$ cat src/rtl/core/im2col_pkg.sv
`timescale 1ns / 1ps

package im2col_pkg;

  // field widths of the configuration registers and items
  localparam int CFG_W     = 11;
  localparam int KCFG_W    = 5;
  localparam int STRIDE_W  = 4;
  localparam int PAD_W     = 4;
  localparam int SRC_W     = 30;
  localparam int DST_W     = 39;
  localparam int CFG_IDX_W = 3;

  // register indexes of the configuration port
  localparam logic [CFG_IDX_W-1:0] REG_CHANNEL_COUNT = 3'd0;
  localparam logic [CFG_IDX_W-1:0] REG_IMAGE_HEIGHT  = 3'd1;
  localparam logic [CFG_IDX_W-1:0] REG_IMAGE_WIDTH   = 3'd2;
  localparam logic [CFG_IDX_W-1:0] REG_KERNEL_HEIGHT = 3'd3;
  localparam logic [CFG_IDX_W-1:0] REG_KERNEL_WIDTH  = 3'd4;
  localparam logic [CFG_IDX_W-1:0] REG_STRIDE_STEP   = 3'd5;
  localparam logic [CFG_IDX_W-1:0] REG_PAD_AMOUNT    = 3'd6;

endpackage

$ cat src/rtl/core/im2col_mac.sv
`timescale 1ns / 1ps

module im2col_mac import im2col_pkg::*; #(
  parameter int A_W = 21,
  parameter int B_W = CFG_W,
  parameter int C_W = 16,
  parameter int P_W = ((A_W + B_W > C_W) ? A_W + B_W : C_W) + 1
) (
  input  logic           clk_i,
  input  logic           en_i,
  input  logic [A_W-1:0] a_i,
  input  logic [B_W-1:0] b_i,
  input  logic [C_W-1:0] c_i,
  output logic [P_W-1:0] p_o
);

  logic [A_W+B_W-1:0] prod;
  logic [P_W-1:0]     p_q;

  // one multiply-add, result registered
  assign prod = (A_W + B_W)'(a_i) * (A_W + B_W)'(b_i);

  always_ff @(posedge clk_i) begin
    if (en_i) begin
      p_q <= P_W'(prod) + P_W'(c_i);
    end
  end

  assign p_o = p_q;

endmodule

$ cat src/rtl/core/im2col_div.sv
`timescale 1ns / 1ps

module im2col_div import im2col_pkg::*; #(
  parameter int N_W = 11
) (
  input  logic                clk_i,
  input  logic                rst_ni,
  input  logic                start_i,
  input  logic [N_W-1:0]      dividend_i,
  input  logic [STRIDE_W-1:0] divisor_i,
  output logic                done_o,
  output logic [N_W-1:0]      quot_o
);

  localparam int CNT_W = (N_W > 1) ? $clog2(N_W) : 1;

  logic                busy_q;
  logic                done_q;
  logic [CNT_W-1:0]    cnt_q;
  logic [STRIDE_W-1:0] rem_q;
  logic [N_W-1:0]      quo_q;
  logic [STRIDE_W:0]   trial;
  logic                ge;

  // restoring step: bring down the next dividend bit
  assign trial = {rem_q, quo_q[N_W-1]};
  assign ge    = trial >= {1'b0, divisor_i};

  // control
  always_ff @(posedge clk_i or negedge rst_ni) begin
    if (!rst_ni) begin
      busy_q <= 1'b0;
      done_q <= 1'b0;
      cnt_q  <= '0;
    end else begin
      done_q <= 1'b0;
      if (start_i) begin
        busy_q <= 1'b1;
        cnt_q  <= CNT_W'(N_W - 1);
      end else if (busy_q) begin
        if (cnt_q == '0) begin
          busy_q <= 1'b0;
          done_q <= 1'b1;
        end else begin
          cnt_q <= cnt_q - 1'b1;
        end
      end
    end
  end

  // remainder and shifting dividend / quotient
  always_ff @(posedge clk_i) begin
    if (start_i) begin
      rem_q <= '0;
      quo_q <= dividend_i;
    end else if (busy_q) begin
      rem_q <= ge ? STRIDE_W'(trial - {1'b0, divisor_i}) : STRIDE_W'(trial);
      quo_q <= {quo_q[N_W-2:0], ge};
    end
  end

  assign done_o = done_q;
  assign quot_o = quo_q;

endmodule

$ cat src/rtl/core/im2col_address_generator_top.sv
`timescale 1ns / 1ps

// im2col gather address generator. Each input item gives exactly one result item: the image
// offset to read, the column-matrix index, a zero-pad flag, a last mark and a valid flag,
// walking out_col fastest, then out_row, kernel column, kernel row and channel. An item
// that advances goes through the row, column, plane, address and emit states before the
// next acceptance: the address is built by one shared multiply-add unit used four times
// in a row (row, column, channel plane, final offset). A restart item also works out the
// output height and width with a bit-serial divider, one quotient bit per cycle, before
// its walk. Configuration is read live for each item; the output size is latched at
// restart. A result waits in the output register while the next item is accepted.
module im2col_address_generator_top import im2col_pkg::*; #(
  parameter int MAX_DIM      = 1024,
  parameter int MAX_KERNEL   = 16,
  parameter int MAX_CHANNELS = 1024
) (
  input  logic                 clk_i,
  input  logic                 rst_ni,
  input  logic                 cfg_we_i,
  input  logic [CFG_IDX_W-1:0] cfg_index_i,
  input  logic [CFG_W-1:0]     cfg_data_i,
  input  logic                 in_valid_i,
  output logic                 in_stall_o,
  input  logic                 restart_i,
  output logic                 out_valid_o,
  input  logic                 out_stall_i,
  output logic [SRC_W-1:0]     src_addr_o,
  output logic [DST_W-1:0]     dst_index_o,
  output logic                 pad_zero_o,
  output logic                 last_elem_o,
  output logic                 elem_valid_o
);

  localparam int CFG_MAX = (1 << CFG_W) - 1;
  localparam int KER_MAX = (1 << KCFG_W) - 1;
  localparam int PAD_MAX = (1 << PAD_W) - 1;
  localparam int NCH_CAP = (MAX_CHANNELS > CFG_MAX) ? CFG_MAX : MAX_CHANNELS;
  localparam int DIM_CAP = (MAX_DIM > CFG_MAX) ? CFG_MAX : MAX_DIM;
  localparam int KER_CAP = (MAX_KERNEL > KER_MAX) ? KER_MAX : MAX_KERNEL;
  localparam int CH_W    = (NCH_CAP > 1) ? $clog2(NCH_CAP) : 1;
  localparam int KR_W    = (KER_CAP > 1) ? $clog2(KER_CAP) : 1;
  localparam int SPAN_W  = $clog2(DIM_CAP + 2 * PAD_MAX + 1);
  localparam int OW      = SPAN_W;
  localparam int POS_W   = OW + STRIDE_W + 1;
  localparam int T_W     = CFG_W + CH_W;
  localparam int A_W     = (T_W > OW) ? T_W : OW;
  localparam int C_W     = POS_W;
  localparam int P_W     = ((A_W + CFG_W > C_W) ? A_W + CFG_W : C_W) + 1;

  typedef enum logic [2:0] {
    S_IDLE,
    S_DIV_H,
    S_DIV_W,
    S_ROW,
    S_COL,
    S_PLANE,
    S_ADDR,
    S_EMIT
  } state_e;

  // configuration registers
  logic [CFG_W-1:0]    chan_count_q, img_h_q, img_w_q;
  logic [KCFG_W-1:0]   ker_h_q, ker_w_q;
  logic [STRIDE_W-1:0] stride_q;
  logic [PAD_W-1:0]    pad_q;

  always_ff @(posedge clk_i or negedge rst_ni) begin
    if (!rst_ni) begin
      chan_count_q <= CFG_W'(1);
      img_h_q      <= CFG_W'(1);
      img_w_q      <= CFG_W'(1);
      ker_h_q      <= KCFG_W'(1);
      ker_w_q      <= KCFG_W'(1);
      stride_q     <= STRIDE_W'(1);
      pad_q        <= '0;
    end else if (cfg_we_i) begin
      unique case (cfg_index_i)
        REG_CHANNEL_COUNT: chan_count_q <= cfg_data_i;
        REG_IMAGE_HEIGHT:  img_h_q      <= cfg_data_i;
        REG_IMAGE_WIDTH:   img_w_q      <= cfg_data_i;
        REG_KERNEL_HEIGHT: ker_h_q      <= cfg_data_i[KCFG_W-1:0];
        REG_KERNEL_WIDTH:  ker_w_q      <= cfg_data_i[KCFG_W-1:0];
        REG_STRIDE_STEP:   stride_q     <= cfg_data_i[STRIDE_W-1:0];
        REG_PAD_AMOUNT:    pad_q        <= cfg_data_i[PAD_W-1:0];
        default: ;
      endcase
    end
  end

  state_e           state_q;
  logic [CH_W-1:0]  chan_idx_q;
  logic [KR_W-1:0]  kern_row_q, kern_col_q;
  logic [OW-1:0]    out_row_q, out_col_q, out_height_q, out_width_q;
  logic [DST_W-1:0] dst_q;
  logic             pass_active_q;
  logic             elem_q, inside_q;
  logic [POS_W-1:0] pos_r_q, pos_c_q;
  logic             out_valid_q, pad_zero_q, last_elem_q, elem_valid_q;
  logic [SRC_W-1:0] src_addr_q;
  logic [DST_W-1:0] dst_index_q;

  // saturated live configuration
  logic [CFG_W-1:0]    nch, ih, iw;
  logic [KCFG_W-1:0]   kh, kw;
  logic [STRIDE_W-1:0] st;

  assign nch = (chan_count_q > CFG_W'(NCH_CAP)) ? CFG_W'(NCH_CAP) : chan_count_q;
  assign ih  = (img_h_q > CFG_W'(DIM_CAP)) ? CFG_W'(DIM_CAP) : img_h_q;
  assign iw  = (img_w_q > CFG_W'(DIM_CAP)) ? CFG_W'(DIM_CAP) : img_w_q;
  assign kh  = (ker_h_q > KCFG_W'(KER_CAP)) ? KCFG_W'(KER_CAP) : ker_h_q;
  assign kw  = (ker_w_q > KCFG_W'(KER_CAP)) ? KCFG_W'(KER_CAP) : ker_w_q;
  assign st  = (stride_q == '0) ? STRIDE_W'(1) : stride_q;

  // output size dividends: padded span minus kernel
  logic [SPAN_W-1:0] span_h, span_w, num_h, num_w;
  logic              empty_h, empty_w;

  assign span_h  = SPAN_W'(ih) + SPAN_W'({pad_q, 1'b0});
  assign span_w  = SPAN_W'(iw) + SPAN_W'({pad_q, 1'b0});
  assign empty_h = (kh == '0) || (span_h < SPAN_W'(kh));
  assign empty_w = (kw == '0) || (span_w < SPAN_W'(kw));
  assign num_h   = empty_h ? '0 : span_h - SPAN_W'(kh);
  assign num_w   = empty_w ? '0 : span_w - SPAN_W'(kw);

  logic              in_accept, slot_free;
  logic              div_start, div_done;
  logic [SPAN_W-1:0] div_num, div_quot;
  logic [OW-1:0]     out_width_d;

  assign in_accept = in_valid_i && !in_stall_o;
  assign slot_free = !out_valid_q || !out_stall_i;
  assign div_start = ((state_q == S_IDLE) && in_accept && restart_i) ||
                     ((state_q == S_DIV_H) && div_done);
  assign div_num   = (state_q == S_IDLE) ? num_h : num_w;
  assign out_width_d = empty_w ? '0 : OW'(div_quot) + 1'b1;

  im2col_div #(
    .N_W(SPAN_W)
  ) u_div (
    .clk_i     (clk_i),
    .rst_ni    (rst_ni),
    .start_i   (div_start),
    .dividend_i(div_num),
    .divisor_i (st),
    .done_o    (div_done),
    .quot_o    (div_quot)
  );

  // shared multiply-add operand selection
  logic             mac_en;
  logic [A_W-1:0]   mac_a;
  logic [CFG_W-1:0] mac_b;
  logic [C_W-1:0]   mac_c;
  logic [P_W-1:0]   mac_p;
  logic [POS_W-1:0] row_pos, col_pos;

  assign row_pos = pos_r_q - POS_W'(pad_q);
  assign col_pos = pos_c_q - POS_W'(pad_q);

  always_comb begin
    mac_en = 1'b0;
    mac_a  = '0;
    mac_b  = '0;
    mac_c  = '0;
    unique case (state_q)
      S_ROW: begin
        mac_en = pass_active_q;
        mac_a  = A_W'(out_row_q);
        mac_b  = CFG_W'(st);
        mac_c  = C_W'(kern_row_q);
      end
      S_COL: begin
        mac_en = 1'b1;
        mac_a  = A_W'(out_col_q);
        mac_b  = CFG_W'(st);
        mac_c  = C_W'(kern_col_q);
      end
      S_PLANE: begin
        mac_en = 1'b1;
        mac_a  = A_W'(chan_idx_q);
        mac_b  = ih;
        mac_c  = row_pos;
      end
      S_ADDR: begin
        mac_en = 1'b1;
        mac_a  = A_W'(mac_p);
        mac_b  = iw;
        mac_c  = col_pos;
      end
      default: ;
    endcase
  end

  im2col_mac #(
    .A_W(A_W),
    .B_W(CFG_W),
    .C_W(C_W),
    .P_W(P_W)
  ) u_mac (
    .clk_i(clk_i),
    .en_i (mac_en),
    .a_i  (mac_a),
    .b_i  (mac_b),
    .c_i  (mac_c),
    .p_o  (mac_p)
  );

  // bounds check against the image, border positions read as zero
  logic row_in, col_in;
  assign row_in = (pos_r_q >= POS_W'(pad_q)) && (row_pos < POS_W'(ih));
  assign col_in = (pos_c_q >= POS_W'(pad_q)) && (col_pos < POS_W'(iw));

  // counter wrap flags for the nested walk
  logic wrap_c, wrap_r, wrap_kc, wrap_kr, wrap_ch, last_w;
  assign wrap_c  = 32'(out_col_q) + 32'd1 >= 32'(out_width_q);
  assign wrap_r  = 32'(out_row_q) + 32'd1 >= 32'(out_height_q);
  assign wrap_kc = 32'(kern_col_q) + 32'd1 >= 32'(kw);
  assign wrap_kr = 32'(kern_row_q) + 32'd1 >= 32'(kh);
  assign wrap_ch = 32'(chan_idx_q) + 32'd1 >= 32'(nch);
  assign last_w  = wrap_c && wrap_r && wrap_kc && wrap_kr && wrap_ch;

  // sequencer, walk counters and output register
  always_ff @(posedge clk_i or negedge rst_ni) begin
    if (!rst_ni) begin
      state_q       <= S_IDLE;
      chan_idx_q    <= '0;
      kern_row_q    <= '0;
      kern_col_q    <= '0;
      out_row_q     <= '0;
      out_col_q     <= '0;
      out_height_q  <= '0;
      out_width_q   <= '0;
      dst_q         <= '0;
      pass_active_q <= 1'b0;
      elem_q        <= 1'b0;
      inside_q      <= 1'b0;
      pos_r_q       <= '0;
      pos_c_q       <= '0;
      out_valid_q   <= 1'b0;
      elem_valid_q  <= 1'b0;
      src_addr_q    <= '0;
      dst_index_q   <= '0;
      pad_zero_q    <= 1'b0;
      last_elem_q   <= 1'b0;
    end else begin
      // result taken and no new one loaded this cycle
      if (out_valid_q && !out_stall_i && (state_q != S_EMIT)) begin
        out_valid_q <= 1'b0;
      end
      unique case (state_q)
        S_IDLE: begin
          if (in_accept) begin
            if (restart_i) begin
              chan_idx_q <= '0;
              kern_row_q <= '0;
              kern_col_q <= '0;
              out_row_q  <= '0;
              out_col_q  <= '0;
              dst_q      <= '0;
              state_q    <= S_DIV_H;
            end else begin
              state_q <= S_ROW;
            end
          end
        end
        S_DIV_H: begin
          if (div_done) begin
            out_height_q <= empty_h ? '0 : OW'(div_quot) + 1'b1;
            state_q      <= S_DIV_W;
          end
        end
        S_DIV_W: begin
          if (div_done) begin
            out_width_q   <= out_width_d;
            pass_active_q <= (out_height_q != '0) && (out_width_d != '0) && (nch != '0);
            state_q       <= S_ROW;
          end
        end
        S_ROW: begin
          elem_q  <= pass_active_q;
          state_q <= pass_active_q ? S_COL : S_EMIT;
        end
        S_COL: begin
          pos_r_q <= POS_W'(mac_p);
          state_q <= S_PLANE;
        end
        S_PLANE: begin
          pos_c_q <= POS_W'(mac_p);
          state_q <= S_ADDR;
        end
        S_ADDR: begin
          inside_q <= row_in && col_in;
          state_q  <= S_EMIT;
        end
        S_EMIT: begin
          if (slot_free) begin
            out_valid_q  <= 1'b1;
            elem_valid_q <= elem_q;
            src_addr_q   <= (elem_q && inside_q) ? SRC_W'(mac_p) : '0;
            dst_index_q  <= elem_q ? dst_q : '0;
            pad_zero_q   <= elem_q && !inside_q;
            last_elem_q  <= elem_q && last_w;
            state_q      <= S_IDLE;
            if (elem_q) begin
              dst_q <= dst_q + 1'b1;
              if (last_w) begin
                pass_active_q <= 1'b0;
              end else if (!wrap_c) begin
                out_col_q <= out_col_q + 1'b1;
              end else begin
                out_col_q <= '0;
                if (!wrap_r) begin
                  out_row_q <= out_row_q + 1'b1;
                end else begin
                  out_row_q <= '0;
                  if (!wrap_kc) begin
                    kern_col_q <= kern_col_q + 1'b1;
                  end else begin
                    kern_col_q <= '0;
                    if (!wrap_kr) begin
                      kern_row_q <= kern_row_q + 1'b1;
                    end else begin
                      kern_row_q <= '0;
                      chan_idx_q <= chan_idx_q + 1'b1;
                    end
                  end
                end
              end
            end
          end
        end
        default: state_q <= S_IDLE;
      endcase
    end
  end

  assign in_stall_o   = (state_q != S_IDLE);
  assign out_valid_o  = out_valid_q;
  assign src_addr_o   = src_addr_q;
  assign dst_index_o  = dst_index_q;
  assign pad_zero_o   = pad_zero_q;
  assign last_elem_o  = last_elem_q;
  assign elem_valid_o = elem_valid_q;

`ifndef SYNTH
  // an invalid item carries all-zero fields
  assert property (@(posedge clk_i) disable iff (!rst_ni)
    out_valid_o && !elem_valid_o |->
      !pad_zero_o && !last_elem_o && src_addr_o == '0 && dst_index_o == '0)
    else $error("invalid item with nonzero fields");

  // a border element reads nothing
  assert property (@(posedge clk_i) disable iff (!rst_ni)
    out_valid_o && pad_zero_o |-> src_addr_o == '0 && elem_valid_o)
    else $error("pad element with source address");

  // the divider only finishes while the sequencer waits for it
  assert property (@(posedge clk_i) disable iff (!rst_ni)
    div_done |-> state_q == S_DIV_H || state_q == S_DIV_W)
    else $error("divider done outside size setup");

  // once the last element is out and nothing new started, the pass is over
  assert property (@(posedge clk_i) disable iff (!rst_ni)
    out_valid_o && last_elem_o && state_q == S_IDLE |-> !pass_active_q)
    else $error("pass still active after last element");

  // an accepted item always starts the sequencer
  assert property (@(posedge clk_i) disable iff (!rst_ni)
    in_accept |=> state_q != S_IDLE)
    else $error("accepted item not processed");
`endif

endmodule
$ cat config.mk
export PLATFORM = sky130hd
export DESIGN_NAME = im2col_address_generator_top
export DESIGN_NICKNAME = d
export VERILOG_FILES = /design/src/rtl/core/im2col_pkg.sv /design/src/rtl/core/im2col_mac.sv /design/src/rtl/core/im2col_div.sv /design/src/rtl/core/im2col_address_generator_top.sv
export SDC_FILE = /design/constraint.sdc
export NUM_CORES = 1
export LEC_CHECK = 0
export ABC_AREA = 0
export CAP_MARGIN = 40
export CORE_MARGIN = 4
export CORE_UTILIZATION = 45
export CTS_CLUSTER_SIZE = 30
export DETAILED_ROUTE_END_ITERATION = 8
export DONT_BUFFER_PORTS = 1
export GPL_TIMING_DRIVEN = 1
export HOLD_SLACK_MARGIN = 0.1
export PLACE_DENSITY = 0.68
export SETUP_SLACK_MARGIN = 0.05
export SLEW_MARGIN = 20
export SYNTH_ARGS = -nofsm -noshare
export SYNTH_HDL_FRONTEND = slang
export SYNTH_SLANG_ARGS = --single-unit
$ cat constraint.sdc
create_clock -name clk_i -period 8.2 [get_ports clk_i]
set_input_delay 0.82 -clock clk_i [delete_from_list [all_inputs] [get_ports clk_i]]
set_output_delay 0.82 -clock clk_i [all_outputs]
set_load 0.01 [all_outputs]
# Yosys cells after proc, flatten, opt, wreduce, memory -nomap -nowiden
# Cells that the tools add are included.
# word_totals
regBits	314
input_bits	20
output_inout_bits	74
wordCells	248
# op_classes
n_addsub	21
multipliers	1
order_cmp	17
eq_ne	27
mux	89
n_reduce_logical	60
# ops
cell	n
$mux 11	21
$mux 39	5
$mux 10	9
$pmux 21 s4	1
$mux 4	20
$pmux 39 s2	1
$pmux 16 s4	1
$pmux 11 s2	2
$add 39x1->39 const B	1
$add 11x1->11 const B	3
$gt 11x11->1 const B	3
$pmux 11 s3	1
$reduce_bool 11->1	3
$ge 16x4->1	2
$lt 16x11->1	2
$sub 16x4->16	2
$add 30x16->30	1
$mul 21x11->30	1
$mux 30	1
$add 11x1->12 const B	2
$ge 12x11->1	2
$pmux 3 s8	1
$add 11x5->11	2
$lt 11x5->1	2
42 further kinds	126

# Depth between registers and ports, before layout
# depth
ltp_word	11
depth_mapped	27
ltp_nobuf	27

# By module
# From an unflattened synthesis, not the netlist that was laid out.
# unflattened
hier_cells	2884
hier_area_um2	26183.9
# modules_own_cells
module	n_inst	cells_each	area_per_inst_um2	seq_area_each_um2
im2col_address_generator_top	1	1742	15777.6	6588.8
im2col_mac	1	1051	9302.7	991.0
im2col_div	1	91	1103.6	560.5

# Worst setup path after synthesis
# No wires, ideal clock.
# synth_path
path_kind	flip-flop to flip-flop
startpoint	reg state_q[2]
endpoint	reg u_mac.p_q[25], in the netlist u_mac.p_o[25] (data pin)
setup_ns	0.195
arrival_time_ns	6.901
t_required_ns	8.005
setup_slack_ns	1.104
stages_incl_launch_ff	26
path_buffers	2
period_less_slack_ns	7.096
cell_sequence	dfrtp_1 > buf_2 > inv_1 > nor3_1 > nand2b_1 > nand2_1 > nand2_1 > clkbuf_1 > nand2_1 > fa_1 > fa_1 > inv_1 > fa_1 > fa_1 > inv_1 > fa_1 > inv_1 > ha_1 > and3_1 > a31oi_1 > o21ai_0 > o21ai_0 > a21oi_1 > o31ai_1 > or4b_2 > o311ai_0
# synth_between
elab_chain_cells	5
word_cells_on_any_way	10
cone_classes	add/sub (1); mul (1); eq/ne (4); mux (3); reduce/logical (1)
# synth_rtl
element	line_no	source
start, declared	im2col_address_generator_top.sv:90	state_e state_q;
start signal, assigned	im2col_address_generator_top.sv:281	state_q <= pass_active_q ? S_COL : S_EMIT;
$eq 3x3->1 / $eq 3x2->1 (equally long branches)	im2col_address_generator_top.sv:165	unique case (state_q)
$reduce_or 2->1 (no source line)	n/a	
$pmux 11 s3	im2col_address_generator_top.sv:165	
$mul 21x11->30	im2col_mac.sv:21	assign prod = (A_W + B_W)'(a_i) * (A_W + B_W)'(b_i);
$add 30x16->30 *	im2col_mac.sv:25	p_q <= P_W'(prod) + P_W'(c_i);
end signal, assigned	im2col_mac.sv:25	
end, declared	im2col_mac.sv:18	logic [P_W-1:0] p_q;
# Mark *: on every way between the ends. The rest lies on a longest branch, timed or not.
# A chain may end at the register's enable or synchronous reset.

# Final worst setup path
# layout_path
startpoint	reg img_w_q[10]
endpoint	reg u_mac.p_q[25], in the netlist u_mac.p_o[25] (data pin)
# layout_between
elab_chain_cells	5
# layout_rtl
element	line_no	source
start, declared	im2col_address_generator_top.sv:62	logic [CFG_W-1:0] chan_count_q, img_h_q, img_w_q;
start signal, assigned	im2col_address_generator_top.sv:80	REG_IMAGE_WIDTH: img_w_q <= cfg_data_i;
$gt 11x11->1	im2col_address_generator_top.sv:109	assign iw = (img_w_q > CFG_W'(DIM_CAP)) ? CFG_W'(DIM_CAP) : img_w_q;
$mux 11 *	im2col_address_generator_top.sv:109	
$pmux 11 s3 *	im2col_address_generator_top.sv:165	
$mul 21x11->30 *	im2col_mac.sv:21	
$add 30x16->30 *	im2col_mac.sv:25	
# Marked as above.

==> flow_summary_export.csv <==
group,metric,value,unit
outcome,status,"complete, no violations",
drt,drc_errors,0,
setup_path,cp.depth,24,
setup_path,slowest_stage,"or4b_2",
setup_path,path_cells,"inv_1 > a31oi_2 > nor2_1 > a22oi_1 > buf_4 > nor2_1 > fa_1 > inv_1 > fa_1 > inv_1 > fa_1 > fa_1 > inv_1 > fa_1 > inv_1 > ha_1 > and3_1 > a31oi_1 > o21ai_0 > o21ai_1 > a21oi_1 > o31ai_1 > or4b_2 > o311ai_0",
global_route,grt-ovfl-total,0,
setup_path,crit_fanout,12,
placed_design,dp_hpwl,59.47,mm
global_route,grt_pass1_wl,120.5,mm
sta,slew_headroom,45.47,%
yosys,synth_edf_count,41,
sta,post-route-period-util,94.77,%
placed_design,finalWeightedCongestion,0.9516,
min_path,hold_class,"input port to asynchronous set/reset pin",
placed_design,io_buffer_count,0,
layout,drive_gt1_share,8.270,%
sta,rsz0062_at_grt,"false",
drt,viasPerCell,5.715,
setup_path,crit_end,"u_mac.p_o[25]",
yosys,async_reset_ff_share,85.67,%
drt,drtAntennaViolNets,0,
yosys,synth_cell_types,89,
global_route,antenna_found_initial,1,
yosys,synthFlopType,"dfrtp_1",
yosys,netlist_area,25790,um^2
layout,areaGrowthSynthToFinish,9.086,%
setup_path,worstPathRequired,8550,ps
clocking,post_cts_buffers,0,
drt,wl_per_cell,21.00,um
clocking,path_clk_slew,60,ps
global_route,grt_max_degree,264,
clocking,cts_buffer_depth,3,
die,dieHeight,247.4,um
die,die_x,247.4,um
clocking,ctsRootBufferMaster,"clkbuf_16",
sta,fin_skew,25.33,ps
clocking,clock_latency,580,ps
layout,final_cell_count_no_fill,3635,
setup_path,rr_worst_depth,24,
yosys,syn_area_per_cell,8.981,um^2
sta,hold_violations,0,
yosys,syn_inst,2872,
die,dieArea,61210,um^2
placed_design,post-place-cells,3554,
yosys,yosysWarnings,0,
drt,via_count,20770,
placed_design,dpl-instance-area,26680,um^2
layout,final_cell_area,28140,um^2
sta,setup-violations-final,0,
clocking,cts_max_level,2,
flow_run,maxCapViolCount,0,
global_route,grt_pass1_vias,20810,
yosys,yosysSeqAreaShare,31.21,%
sta,drv_slew,0,
setup_path,crit_start,"img_w_q[10]",
drt,drt_wl_total,76.35,mm
die,io_pins,94,
yosys,synth_top_cells_by_area,"dfrtp_1 26%, fa_1 15%, ha_1 8.1%, nand2_1 7.8%, edfxtp_1 4.8%",
global_route,track_usage,25.10,%
yosys,yosys.area.top_type,"dfrtp_1",
drt,dr.pass1.iters,8,
clocking,tritoncts,"yes",
sta,fin_setup_tns,0,ps
setup_path,setup.worst_path.end_class,"flip-flop",
clocking,cts_buffers,40,
yosys,syn_nets,3252,
setup_path,timing.rr.start,"img_w_q[10]",
layout,nets,3228,
setup_path,crit_type,"flip-flop to flip-flop",
sta,fmax,128.7,MHz
yosys,synth_top_area_share,25.52,%
die,initial_core_util,45.57,%
setup_path,crit_path_max_incr_delay,630,ps
die,core,56600,um^2
sta,tightest_slew,817.9,ps
yosys,yosys_register_bits,314,
power_and_ir_drop,ir_drop,180.5,uV
setup_path,crit_family,"adder cells",
setup_path,worstPathArrival,8120,ps
setup_path,rrSetupSlack,430,ps
setup_path,critPathLaunchType,"flip-flop",
die,rows,87,
layout,nFillCells,5289,
sta,period_minus_slack,7771,ps
setup_path,path_buf_inv,6,
clocking,clock-sinks,314,
power_and_ir_drop,p_leak,12.91,nW
drt,drtIter0Drc,1817,
power_and_ir_drop,powerDensity,313.4,nW/um^2
setup_path,r2r_end,"u_mac.p_o[25]",
==> through the flow <==
stage | utilization (%) | hold slack (ps) | setup WS, ps | total power [mW]
final | 49.71 | 294.8 | 428.6 | 8.818
after global routing | 49.70 | 376.3 | 59.60 | 9.473
after CTS | 49.51 | 352.3 | 193.3 | 8.770
after detailed placement | 47.13 | 470.8 | 216.1 | 6.932
after global placement | 47.10 | 456.0 | 394.2 | 6.824
after floorplan | - | 446.7 | 1104 | 5.499
==> cells in the mapped netlist, types with 5 or more instances <==
library cell and instances:
and4_1 8, o31ai_1 16, or2_2 8, clkbuf_1 102
nor2_1 180, inv_1 308, nor2b_1 31, nor3b_1 5
dfrtp_1 263, o211ai_1 8, mux2_2 69, a21o_1 24
mux2i_1 19, or4_1 5, nor3_1 29, buf_1 16
or3_1 16, o21ai_0 166, a221o_1 6, buf_2 9
a22o_1 11, nand2_1 537, o22ai_1 14, edfxtp_1 41
nand2b_1 29, fa_1 192, o21a_1 13, a21oi_1 88
a211oi_1 11, and2_1 47, a221oi_1 22, ha_1 168
a31oi_1 21, nor4_1 17, nand3_1 59, a22oi_1 26
xnor2_1 67, nand4_1 21, dfstp_2 6, and3_1 26
xor2_1 71
==> power breakdown <==
group,switching (mW),internal (mW),leakage [nW]
Sequential,0.554,2.05,3.98
Combinational,2.83,1.61,8.31
Clock,0.726,1.04,0.628
Total,4.11,4.70,12.9
==> logic make-up (layout without fill, tap and decap cells) <==
| logic type | after synthesis | after routing | share of synthesized area (%) |
|---|---|---|---|
| buf+inv | 435 | 440 | 6.374 |
| compound gates | 494 | 494 | 12.53 |
| fa+ha+maj | 360 | 360 | 23.05 |
| xor+xnor | 138 | 138 | 4.686 |
| other cells | 0 | 1 | 0 |
| flops | 314 | 314 | 31.21 |
| mux | 88 | 88 | 3.750 |
| simple gates | 1043 | 1044 | 18.40 |
==> layout make-up <==
type | count | area [um^2] | share of cell area (%)
well taps | 756 | 945.9 | 3.362
repair buffers | 60 | 520.5 | 1.850
inverters | 308 | 1156 | 4.109
clock inverters | 15 | 171.4 | 0.6092
clock buffers | 57 | 1137 | 4.042
multi-input cells | 2124 | 16150 | 57.41
diodes | 1 | 2.502 | 0.008894
flip-flops and latches | 314 | 8050 | 28.61
==> worst min-delay path by stage <==
stage | cells past startpoint | start | slack, ps | to
after floorplan | 2 | u_div.rem_q[3] | 450 | u_div.rem_q[3]
after global placement | 2 | u_div.rem_q[3] | 460 | u_div.rem_q[3]
after detailed placement | 2 | out_width_q[2] | 470 | out_width_q[2]
after CTS | 2 | cfg_data_i[10] | 350 | img_h_q[10]
after global routing | 2 | cfg_data_i[4] | 380 | ker_w_q[4]
final | 2 | rst_ni | 290 | out_row_q[10]
==> cell usage in the layout, fill, tap and decap left out, drive strengths merged, types with 60 or more instances in the layout <==
cell   count
xnor2     67
a21oi     88
fa       192
nor2     182
dfrtp    263
inv      308
o21ai    167
ha       168
nand3     60
xor2      71
nand2    537
mux2      69
==> per-layer routing <==
layer / global-route usage, % / routed length, um / vias up / part of all wire, %
met1: 35.80 / 33940 / 10310 / 44
met4: 6.786 / 2070 / 0 / 2.7
met5: 0 / 0 / - / 0
li1: - / - / 9575 / -
met3: 3.825 / 5408 / 119 / 7.1
met2: 40.13 / 34930 / 771 / 46
==> state kept, by name, indices dropped and copies added, names as in the netlist, 16 cells and up <==
name	count
u_mac.p_o	30
pos_c_q	16
dst_q	39
src_addr_o	30
pos_r_q	16
dst_index_o	39
==> what timing repair did <==
action / in CTS / in global routing
endpoints found under the setup margin: 0 / 3
resized for setup: 0 / 9
hold buffers: 2 / 0
endpoints found under the hold margin: 263 / 0
Note: power is estimated with default switching activity, not from simulation.
